`src/design/assert_macros.svh`:
```
// Concurrent assertion macros shared by the RTL.
`ifndef ASSERT_MACROS_SVH
`define ASSERT_MACROS_SVH

`ifndef NO_ASSERTIONS

`define ASSERT_CLK_RST(lbl, clk, rst, prop, msg) \
  lbl: assert property (@(posedge clk) disable iff (rst) prop) else $error(msg);

`define ASSERT_CLK(lbl, clk, prop, msg) \
  lbl: assert property (@(posedge clk) prop) else $error(msg);

`else

`define ASSERT_CLK_RST(lbl, clk, rst, prop, msg)

`define ASSERT_CLK(lbl, clk, prop, msg)

`endif

`endif

```
`src/design/bmpp_pkg.sv`:
```
package bmpp_pkg;

  localparam logic [7:0] SYSEX_LIMIT_RESET = 8'd192;

  localparam logic [7:0] ST_SYSEX_START = 8'hF0;
  localparam logic [7:0] ST_SYSEX_END   = 8'hF7;
  localparam logic [7:0] ST_REALTIME    = 8'hF8;
  localparam logic [7:0] ST_MTC_QUARTER = 8'hF1;
  localparam logic [7:0] ST_SONG_POS    = 8'hF2;
  localparam logic [7:0] ST_SONG_SEL    = 8'hF3;

  localparam logic [3:0] HI_NOTE_OFF  = 4'h8;
  localparam logic [3:0] HI_NOTE_ON   = 4'h9;
  localparam logic [3:0] HI_CTRL      = 4'hB;
  localparam logic [3:0] HI_PROGRAM   = 4'hC;
  localparam logic [3:0] HI_PRESSURE  = 4'hD;

  typedef enum logic [2:0] {
    EV_NOTE_OFF    = 3'd0,
    EV_NOTE_ON     = 3'd1,
    EV_CTRL_CHANGE = 3'd2,
    EV_PROG_CHANGE = 3'd3,
    EV_SYSEX_BYTE  = 3'd4,
    EV_SYSEX_OK    = 3'd5,
    EV_SYSEX_ABORT = 3'd6
  } event_kind_t;

  typedef struct packed {
    event_kind_t kind;
    logic [3:0]  channel;
    logic [6:0]  data_one;
    logic [6:0]  data_two;
    logic [7:0]  sysex_length;
  } event_t;

endpackage

```
`src/design/ble_midi_packet_parser_unit.sv`:
```
// An accepted word is held in the input register, and its event is then registered in the output register.
// Throughput: one packet byte per cycle while out_stall does not hold the output; every byte is parsed in a single pass
// between the input register and the output register, with at most one event.
// Reset (rst, synchronous, active high) empties both registers, clears the parser
// state and running status, and sets sysex_limit to 192.
`include "assert_macros.svh"

module ble_midi_packet_parser_unit (
  input  logic        clk,
  input  logic        rst,
  input  logic        cfg_we,
  input  logic [7:0]  cfg_data,
  input  logic        in_valid,
  output logic        in_stall,
  input  logic [7:0]  packet_byte,
  input  logic        first_in_packet,
  input  logic        last_in_packet,
  output logic        out_valid,
  input  logic        out_stall,
  output logic [2:0]  event_kind,
  output logic [3:0]  channel,
  output logic [6:0]  data_one,
  output logic [6:0]  data_two,
  output logic [7:0]  sysex_length,
  output logic        last_of_run
);
  import bmpp_pkg::*;

  typedef enum logic [2:0] {
    PH_TOP      = 3'd0,
    PH_AFTER_TS = 3'd1,
    PH_DATA1    = 3'd2,
    PH_DATA2    = 3'd3,
    PH_SKIP     = 3'd4,
    PH_SX_TS    = 3'd5
  } phase_t;

  logic [7:0] sysex_limit;

  logic       s1_valid;
  logic [7:0] s1_byte;
  logic       s1_first;
  logic       s1_last;

  phase_t     parse_phase, parse_phase_next;
  logic       inside_sysex, inside_sysex_next;
  logic [7:0] sysex_count, sysex_count_next;
  logic [7:0] running_status, running_status_next;
  logic [6:0] held_data_byte, held_data_byte_next;
  logic [1:0] skip_remaining, skip_remaining_next;

  event_t     result;
  event_t     res_next;
  logic       emit;

  logic       hold;
  logic       advance;
  logic       sx_now;
  logic [3:0] rs_hi;
  logic       sd_single;
  logic [1:0] skip_dec;

  assign hold     = out_valid && out_stall;
  assign advance  = s1_valid && !hold;
  assign in_stall = s1_valid && hold;

  assign rs_hi     = running_status[7:4];
  assign sd_single = (rs_hi == HI_PROGRAM) || (rs_hi == HI_PRESSURE);
  assign skip_dec  = (skip_remaining != 2'd0) ? skip_remaining - 2'd1 : 2'd0;

  always_comb begin
    parse_phase_next    = parse_phase;
    inside_sysex_next   = inside_sysex;
    sysex_count_next    = sysex_count;
    running_status_next = running_status;
    held_data_byte_next = held_data_byte;
    skip_remaining_next = skip_remaining;
    emit                = 1'b0;
    res_next            = '{kind: EV_NOTE_OFF, channel: 4'd0, data_one: 7'd0,
                            data_two: 7'd0, sysex_length: 8'd0};
    sx_now              = inside_sysex;

    if (s1_first) begin
      if (parse_phase == PH_SX_TS && inside_sysex) begin
        emit                  = 1'b1;
        res_next.kind         = EV_SYSEX_ABORT;
        res_next.sysex_length = sysex_count;
        inside_sysex_next     = 1'b0;
        sysex_count_next      = 8'd0;
      end
      parse_phase_next    = PH_TOP;
      skip_remaining_next = 2'd0;
    end else begin
      case (parse_phase)
        PH_AFTER_TS: begin
          parse_phase_next = PH_TOP;
          if (!s1_byte[7]) begin
            if (running_status != 8'd0) begin
              if (sd_single) begin
                emit             = (rs_hi == HI_PROGRAM);
                res_next.kind    = EV_PROG_CHANGE;
                res_next.channel = running_status[3:0];
                res_next.data_one = s1_byte[6:0];
              end else begin
                held_data_byte_next = s1_byte[6:0];
                parse_phase_next    = PH_DATA2;
              end
            end
          end else if (s1_byte == ST_SYSEX_START) begin
            inside_sysex_next   = 1'b1;
            sysex_count_next    = 8'd0;
            running_status_next = 8'd0;
          end else if (s1_byte >= ST_REALTIME || s1_byte == ST_SYSEX_END) begin
            parse_phase_next = PH_TOP;
          end else if (s1_byte >= ST_MTC_QUARTER) begin
            running_status_next = 8'd0;
            if (s1_byte == ST_SONG_POS) begin
              skip_remaining_next = 2'd2;
              parse_phase_next    = PH_SKIP;
            end else if (s1_byte inside {ST_MTC_QUARTER, ST_SONG_SEL}) begin
              skip_remaining_next = 2'd1;
              parse_phase_next    = PH_SKIP;
            end else begin
              skip_remaining_next = 2'd0;
            end
          end else begin
            running_status_next = s1_byte;
            parse_phase_next    = PH_DATA1;
          end
        end
        PH_DATA1: begin
          if (sd_single) begin
            emit              = (rs_hi == HI_PROGRAM);
            res_next.kind     = EV_PROG_CHANGE;
            res_next.channel  = running_status[3:0];
            res_next.data_one = s1_byte[6:0];
            parse_phase_next  = PH_TOP;
          end else begin
            held_data_byte_next = s1_byte[6:0];
            parse_phase_next    = PH_DATA2;
          end
        end
        PH_DATA2: begin
          parse_phase_next  = PH_TOP;
          res_next.channel  = running_status[3:0];
          res_next.data_one = held_data_byte;
          res_next.data_two = s1_byte[6:0];
          case (rs_hi)
            HI_NOTE_OFF: begin
              emit          = 1'b1;
              res_next.kind = EV_NOTE_OFF;
            end
            HI_NOTE_ON: begin
              emit          = 1'b1;
              res_next.kind = EV_NOTE_ON;
            end
            HI_CTRL: begin
              emit          = 1'b1;
              res_next.kind = EV_CTRL_CHANGE;
            end
            HI_PROGRAM: begin
              emit              = 1'b1;
              res_next.kind     = EV_PROG_CHANGE;
              res_next.data_two = 7'd0;
            end
            default: begin
              emit = 1'b0;
            end
          endcase
        end
        PH_SKIP: begin
          skip_remaining_next = skip_dec;
          if (skip_dec == 2'd0) begin
            parse_phase_next = PH_TOP;
          end
        end
        default: begin
          // Top position; a SysEx timestamp first resolves its terminator.
          parse_phase_next = PH_TOP;
          if (parse_phase == PH_SX_TS && inside_sysex) begin
            emit                  = 1'b1;
            res_next.sysex_length = sysex_count;
            inside_sysex_next     = 1'b0;
            sysex_count_next      = 8'd0;
            sx_now                = 1'b0;
            res_next.kind         = (s1_byte == ST_SYSEX_END) ? EV_SYSEX_OK : EV_SYSEX_ABORT;
          end
          if (!(parse_phase == PH_SX_TS && inside_sysex && s1_byte == ST_SYSEX_END)) begin
            if (sx_now) begin
              if (s1_byte[7]) begin
                if (s1_last) begin
                  emit                  = 1'b1;
                  res_next.kind         = EV_SYSEX_ABORT;
                  res_next.sysex_length = sysex_count;
                  inside_sysex_next     = 1'b0;
                  sysex_count_next      = 8'd0;
                end else begin
                  parse_phase_next = PH_SX_TS;
                end
              end else if (sysex_count < sysex_limit) begin
                emit              = 1'b1;
                res_next.kind     = EV_SYSEX_BYTE;
                res_next.data_one = s1_byte[6:0];
                sysex_count_next  = sysex_count + 8'd1;
              end else begin
                emit                  = 1'b1;
                res_next.kind         = EV_SYSEX_ABORT;
                res_next.sysex_length = sysex_count;
                inside_sysex_next     = 1'b0;
                sysex_count_next      = 8'd0;
              end
            end else if (s1_byte[7]) begin
              parse_phase_next = PH_AFTER_TS;
            end else if (running_status != 8'd0) begin
              if (sd_single) begin
                emit              = (rs_hi == HI_PROGRAM);
                res_next.kind     = EV_PROG_CHANGE;
                res_next.channel  = running_status[3:0];
                res_next.data_one = s1_byte[6:0];
              end else begin
                held_data_byte_next = s1_byte[6:0];
                parse_phase_next    = PH_DATA2;
              end
            end
          end
        end
      endcase
    end

    if (s1_last) begin
      parse_phase_next    = PH_TOP;
      skip_remaining_next = 2'd0;
    end
  end

  always_ff @(posedge clk) begin
    if (rst) begin
      sysex_limit    <= SYSEX_LIMIT_RESET;
      s1_valid       <= 1'b0;
      out_valid      <= 1'b0;
      parse_phase    <= PH_TOP;
      inside_sysex   <= 1'b0;
      sysex_count    <= 8'd0;
      running_status <= 8'd0;
      held_data_byte <= 7'd0;
      skip_remaining <= 2'd0;
    end else begin
      if (cfg_we) begin
        sysex_limit <= cfg_data;
      end
      if (!in_stall) begin
        s1_valid <= in_valid;
      end
      if (!hold) begin
        out_valid <= advance && emit;
      end
      if (advance) begin
        parse_phase    <= parse_phase_next;
        inside_sysex   <= inside_sysex_next;
        sysex_count    <= sysex_count_next;
        running_status <= running_status_next;
        held_data_byte <= held_data_byte_next;
        skip_remaining <= skip_remaining_next;
      end
    end
  end

  always_ff @(posedge clk) begin
    if (!in_stall && in_valid) begin
      s1_byte  <= packet_byte;
      s1_first <= first_in_packet;
      s1_last  <= last_in_packet;
    end
    if (advance && emit) begin
      result <= res_next;
    end
  end

  assign event_kind   = result.kind;
  assign channel      = result.channel;
  assign data_one     = result.data_one;
  assign data_two     = result.data_two;
  assign sysex_length = result.sysex_length;
  assign last_of_run  = 1'b1;

  `ASSERT_CLK_RST(a_sysex_no_running, clk, rst, inside_sysex |-> running_status == 8'd0, "running status set inside SysEx")
  `ASSERT_CLK_RST(a_sx_ts_in_sysex, clk, rst, parse_phase == PH_SX_TS |-> inside_sysex, "SysEx timestamp phase outside SysEx")
  `ASSERT_CLK_RST(a_stall_needs_out, clk, rst, in_stall |-> out_valid && s1_valid, "input stalled with free output")
  `ASSERT_CLK(a_reset_empties, clk, rst |=> !out_valid && !s1_valid, "registers not emptied by reset")

endmodule

```
`config.mk`:
```
export PLATFORM = sky130hd
export DESIGN_NAME = ble_midi_packet_parser_unit
export DESIGN_NICKNAME = d
export VERILOG_FILES = /design/src/design/bmpp_pkg.sv /design/src/design/ble_midi_packet_parser_unit.sv
export VERILOG_INCLUDE_DIRS = /design/src /design/src/design
export SDC_FILE = /design/constraint.sdc
export NUM_CORES = 1
export LEC_CHECK = 0
export BUFFER_PORTS_ARGS = -buffer_cell sky130_fd_sc_hd__clkbuf_2
export CAP_MARGIN = 10
export CORE_AREA = 8 8 91 93
export CTS_BUF_LIST = sky130_fd_sc_hd__clkbuf_8
export DETAILED_ROUTE_END_ITERATION = 8
export DIE_AREA = 0 0 99 101
export GPL_TIMING_DRIVEN = 0
export PLACE_DENSITY_LB_ADDON = 0.08
export SLEW_MARGIN = 20
export SYNTH_ARGS = -nofsm -noshare
export SYNTH_HDL_FRONTEND = slang
export SYNTH_SLANG_ARGS = --single-unit
```
`constraint.sdc`:
```
create_clock -name clk -period 4.2 [get_ports clk]
set_input_delay 0.63 -clock clk [delete_from_list [all_inputs] [get_ports clk]]
set_output_delay 0.63 -clock clk [all_outputs]
set_load 0.02 [all_outputs]
```
After elaboration in Yosys (flattened, before gate mapping). Cells that the tools add are included.

Flip-flop bits (word level): 78. Output and inout bits: 32. Input port bits: 23. Word-level logic and storage cells: 177.

Equal/unequal tests: 26. Muxes and demuxes: 100. Add/subtract/negate cells: 2. Bitwise gates (word level): 3. Magnitude comparators: 3. Reduce and logical (&&, ||, !) cells: 26.

Operators with widths (count): $mux 8 (20); $mux 3 (19); $mux 14 (4); $mux 7 (8); $pmux 14 s4 (1); $eq 8x8->1 const B (5); $mux 13 (3); $mux 1 (25); $mux 2 (12); $pmux 7 s3 (1); $eq 4x4->1 const B (5); $ne 4x4->1 const B (5); $ge 8x8->1 const B (2); $pmux 8 s2 (1); $pmux 3 s4 (1); $reduce_and 5->1 (2); $add 8x1->8 const B (1); $lt 8x8->1 (1); $reduce_bool 8->1 (1); $reduce_or 4->1 (2); $logic_and 1x1->1 (7); $eq 3x2->1 const B (2); $eq 3x3->1 const B (2); $ne 3x1->1 const B (2); other kinds (21) (28).

Longest topological paths before layout.
Word-level depth: 11. Depth in mapped cells: 10. Depth with buffers taken out: 9.

Worst setup path after synthesis. Ideal clock, no wire load.

Kind: reg-to-reg. Start point: register parse_phase[1]. End point: register result (netlist bit channel[0]), enable pin. Path buffers: 1. Setup slack: 0.839 ns. Data required time: 3.775 ns. Setup time: 0.425 ns. Stages on the path, launching flop included: 7. Clock period less this slack: 3.361 ns. Data arrival time: 2.936 ns. Cells stage by stage: dfxtp_1 buf_4 nand3b_1 a21oi_2 a21oi_1 a221o_1 a21oi_1.

Cells in the longest elaborated chain, start to end: 11. Elaborated cells between the ends (all ways): 21. Those cells by class: eq/ne: 5; mux: 13; reduce/logical: 3.

Ends and longest elaborated chain: start, declared (line ble_midi_packet_parser_unit.sv:45) `phase_t parse_phase, parse_phase_next;`; start signal, assigned (line ble_midi_packet_parser_unit.sv:258) `parse_phase <= parse_phase_next;`; $eq 3x3->1 (line ble_midi_packet_parser_unit.sv:84, ble_midi_packet_parser_unit.sv:180, ble_midi_packet_parser_unit.sv:188); $logic_and 1x1->1 (line ble_midi_packet_parser_unit.sv:84, ble_midi_packet_parser_unit.sv:180, ble_midi_packet_parser_unit.sv:188); $mux 1 (line ble_midi_packet_parser_unit.sv:84, ble_midi_packet_parser_unit.sv:180); $mux 1 (line ble_midi_packet_parser_unit.sv:215) `if (sd_single) begin`; $mux 1 (line ble_midi_packet_parser_unit.sv:214) `end else if (running_status != 8'd0) begin`; $mux 1 (line ble_midi_packet_parser_unit.sv:212) `end else if (s1_byte[7]) begin`; $mux 1 (line ble_midi_packet_parser_unit.sv:189) `if (sx_now) begin`; $mux 1 (line ble_midi_packet_parser_unit.sv:188) `if (!(parse_phase == PH_SX_TS && inside_sysex && s1_byte == ST_SYSEX_END)) begin`; $pmux 1 s4 (line ble_midi_packet_parser_unit.sv:94) `case (parse_phase)`; $mux 1 (*) (line ble_midi_packet_parser_unit.sv:83) `if (s1_first) begin`; $logic_and 1x1->1 (*) (line ble_midi_packet_parser_unit.sv:274) `if (advance && emit) begin`; end signal, assigned (line ble_midi_packet_parser_unit.sv:275) `result <= res_next;`; end, declared (line ble_midi_packet_parser_unit.sv:52) `event_t result;`.

Every way passes the cells marked *; elsewhere a longest branch is shown, timed or not. The select of a mux whose other input is x is not followed. A chain may end at the register's enable or synchronous reset.

Worst setup path in the final report.
Start point: register s1_byte[7]. End point: register result (netlist bit event_kind[0]), enable pin.

Cells in the longest elaborated chain, start to end: 6. Elaborated cells between the ends (all ways): 10. Those cells by class: eq/ne: 1; mux: 7; reduce/logical: 2.

Ends and longest elaborated chain: start, declared (line ble_midi_packet_parser_unit.sv:41) `logic [7:0] s1_byte;`; start signal, assigned (line ble_midi_packet_parser_unit.sv:270) `s1_byte <= packet_byte;`; $eq 8x8->1 (tied with other cells) (line ble_midi_packet_parser_unit.sv:188); $logic_and 1x1->1 / $mux 1 (equally long branches) (line ble_midi_packet_parser_unit.sv:188, ble_midi_packet_parser_unit.sv:189); $mux 1 (line ble_midi_packet_parser_unit.sv:188); $pmux 1 s4 (*) (line ble_midi_packet_parser_unit.sv:94); $mux 1 (*) (line ble_midi_packet_parser_unit.sv:83); $logic_and 1x1->1 (*) (line ble_midi_packet_parser_unit.sv:274).

Every way passes the cells marked *; elsewhere a longest branch is shown, timed or not.

==> run metrics <==
Clock Pin Slew Worst Setup and Hold Paths=0.07 ns; pre-CTS setup slack=1.59 ns; Clock Sinks=78; TritonCTS clock tree=done; overall power=1.49 mW; post-route worst setup slack=1.60 ns; Arr. time, crit path=2.66 ns; Min-Delay Path Class=input pin to register; I/O Pins=55; core area=6940 sq um; antenna violations before repair=0; setup TNS=0 ns; Seq/Total Area, Yosys=50.0%; RePlAce Congestion=0.934; register share of total power=55.0%; status=completed; Setup-failing EPs final=0; power per cell area=330 nW/um^2; Mapped Avg Cell Area=9.80 sq um; worst IR drop on VDD=241 uV; switching portion of total power=21.7%; DR vias=3174; Least-Margin Pin Slew=0.800 ns; DR pass1 iterations=4; Synth Cell Area=3900 sq um; area grow syn2layout=15.6%; Hold Vio Cnt, Final=0; Yosys cell types=63; clk buf depth=2; crit share post-route=62.0%; Clock Skews=0.0114 ns; # rows=31; Die ar.=10000 sq um; largest net degree at the start of global routing=22; nets=493; Multi-input gate area=1780 sq um; ANT nets after route=0; fill count=569; Async SR Flop Fraction=0%; syn nets=429; max_slew headroom=46.6%; first-pass GRT wire length=14.8 mm; Syn. warnings=0; hold_buf cts=0; Avg WL per Cell=16.1 microns; Max Transition Viols Final=0; chip width=99 microns; RSZ-0062 raised after global routing=false; Placed Cells=533; share of post-route cells with drive strength above 1=19.5%; ys flop type=edfxtp_1; Pint=1.16 mW; DR iter-0 viols=238; Crit Path Max Fanout=21; Setup crit end kind=register; critical path data required time=4.26 ns; H-tree levels=3; Finished Cell Area=4510 sq um; register area=1950 sq um; Yosys top cell by area=edfxtp_1; crit path kind=register to register; maxcap violations=0; Final HPWL DP=6.63 mm; die span in y=101 microns; Fmax=384 MHz; dpl cell area=4300 sq um; Leakage=1.81 nW; clk_lat worst skew=0.35 ns; share of the synthesized area in the top cell type=30.0%; most instantiated cells after synthesis=nor2_1, dfxtp_1, edfxtp_1, nand2_1, a21oi_1; Layout Utilization=64.9%; vias in the first global route=3002; Post-synth EDFFs=39; Worst Setup Start Kind=register; Net Switching=0.322 mW; WL final=8.86 mm; most frequent cell after synthesis=nor2_1; Finished Layout Cells=549; Starting Density=56.2%; Buffers on Ports=52; Tmin final=2.60 ns; # Post-CTS Setup Buffers=0; DR vias/cell=5.78; top cells by area, synth=edfxtp_1, dfxtp_1, nor2_1; GRT Total Usage=18.6%; clock tree root driver cell=clkbuf_8; DRC violations left=0; Ant. Diodes=0; register bit total from synthesis=78; Cells after Synth=398; total global routing overflow=0; TritonCTS Buffers=9; post-CTS sizing=0; final hold slack=0.449 ns; Clk pwr share=39.6%; Logic pwr share=5.4%
[per-layer routing]
metal | part of all wire, % | track usage, %
met5 | 0 | 0
met2 | 44 | 28.2
met4 | 1.9 | 8.15
met1 | 49 | 25.1
met3 | 5.5 | 3.52
[power groups by stage]
stage / registers [mW] / clock network [mW] / logic [mW]
final: 0.817 / 0.588 / 0.0808
after global placement: 0.834 / 0 / 0.0781
after floorplan: 0.831 / 0 / 0.0538
after CTS: 0.817 / 0.598 / 0.0810
after global routing: 0.818 / 0.633 / 0.0898
after detailed placement: 0.834 / 0 / 0.0803
[worst paths after layout]
check	startpoint	end	slack (ns)	cells past startpoint
max	s1_byte[7]$_DFFE_PP_	event_kind[0]$_SDFFCE_PP0P_	1.60	6
min reg2reg	running_status[0]$_SDFFE_PP0P_	running_status[0]$_SDFFE_PP0P_	0.47	2
min	packet_byte[0]	s1_byte[0]$_DFFE_PP_	0.45	1
max reg2reg	s1_byte[7]$_DFFE_PP_	event_kind[0]$_SDFFCE_PP0P_	1.60	6
[worst max-delay path: stages, from the launching register on]
cell	delay, ns
edfxtp_1	0.55
nand4_2	0.26
nor4_4	0.36
a21oi_1	0.17
a221o_1	0.39
a21oi_4	0.36
buf_16	0.21
[cell usage in the layout (no fill, tap or decap), types with 2 or more instances in the layout]
cell type / n
clkbuf_2: 53
nor2_1: 48
edfxtp_1: 39
dfxtp_1: 39
nand2_1: 34
a21oi_1: 29
inv_1: 19
nand3_1: 16
and3_1: 13
a22o_1: 13
mux2i_1: 12
clkbuf_1: 11
nor3_1: 11
o21ai_0: 11
and2_1: 11
a31oi_1: 9
clkbuf_8: 9
ha_1: 8
nand2b_1: 6
nor2b_1: 4
buf_4: 3
buf_6: 3
xnor2_1: 3
o211ai_1: 3
a211oi_1: 3
nand3b_1: 2
buf_2: 2
a21oi_2: 2
nand4_1: 2
o21ai_1: 2
or2_2: 2
nor4_1: 2
or3_1: 2
buf_1: 2
o211a_1: 2
a32o_1: 2
o221ai_1: 2
bufinv_16: 2
[final cells by class]
class / instances / area share [%]
Sequential cell: 78 / 43.3
Multi-Input combinational cell: 282 / 39.5
Timing Repair Buffer: 53 / 6.38
Clock buffer: 9 / 2.75
Buffer: 22 / 2.66
Tap cell: 82 / 2.28
Clock inverter: 7 / 1.86
Inverter: 16 / 1.33
[logic make-up after synthesis]
family	Yosys count	synth area share (%)
muxes	13	3.37
other	1	0.0962
DFF	78	50.0
xor gates and xnor gates	4	0.898
AOI/OAI and AO/OA	95	17.5
buffers and inverters	38	4.62
adders and majority gates	8	2.57
and+or+nand+nor	161	20.9
[flip-flops by register name, summed over array words and instances (netlist names), 4 cells and up]
signal          count
running_status      8
held_data_byte      7
sysex_count         8
data_two            7
s1_byte             8
sysex_length        8
channel             4
data_one            7
sysex_limit         8
No activity file was read; power rests on OpenSTA's default activity.
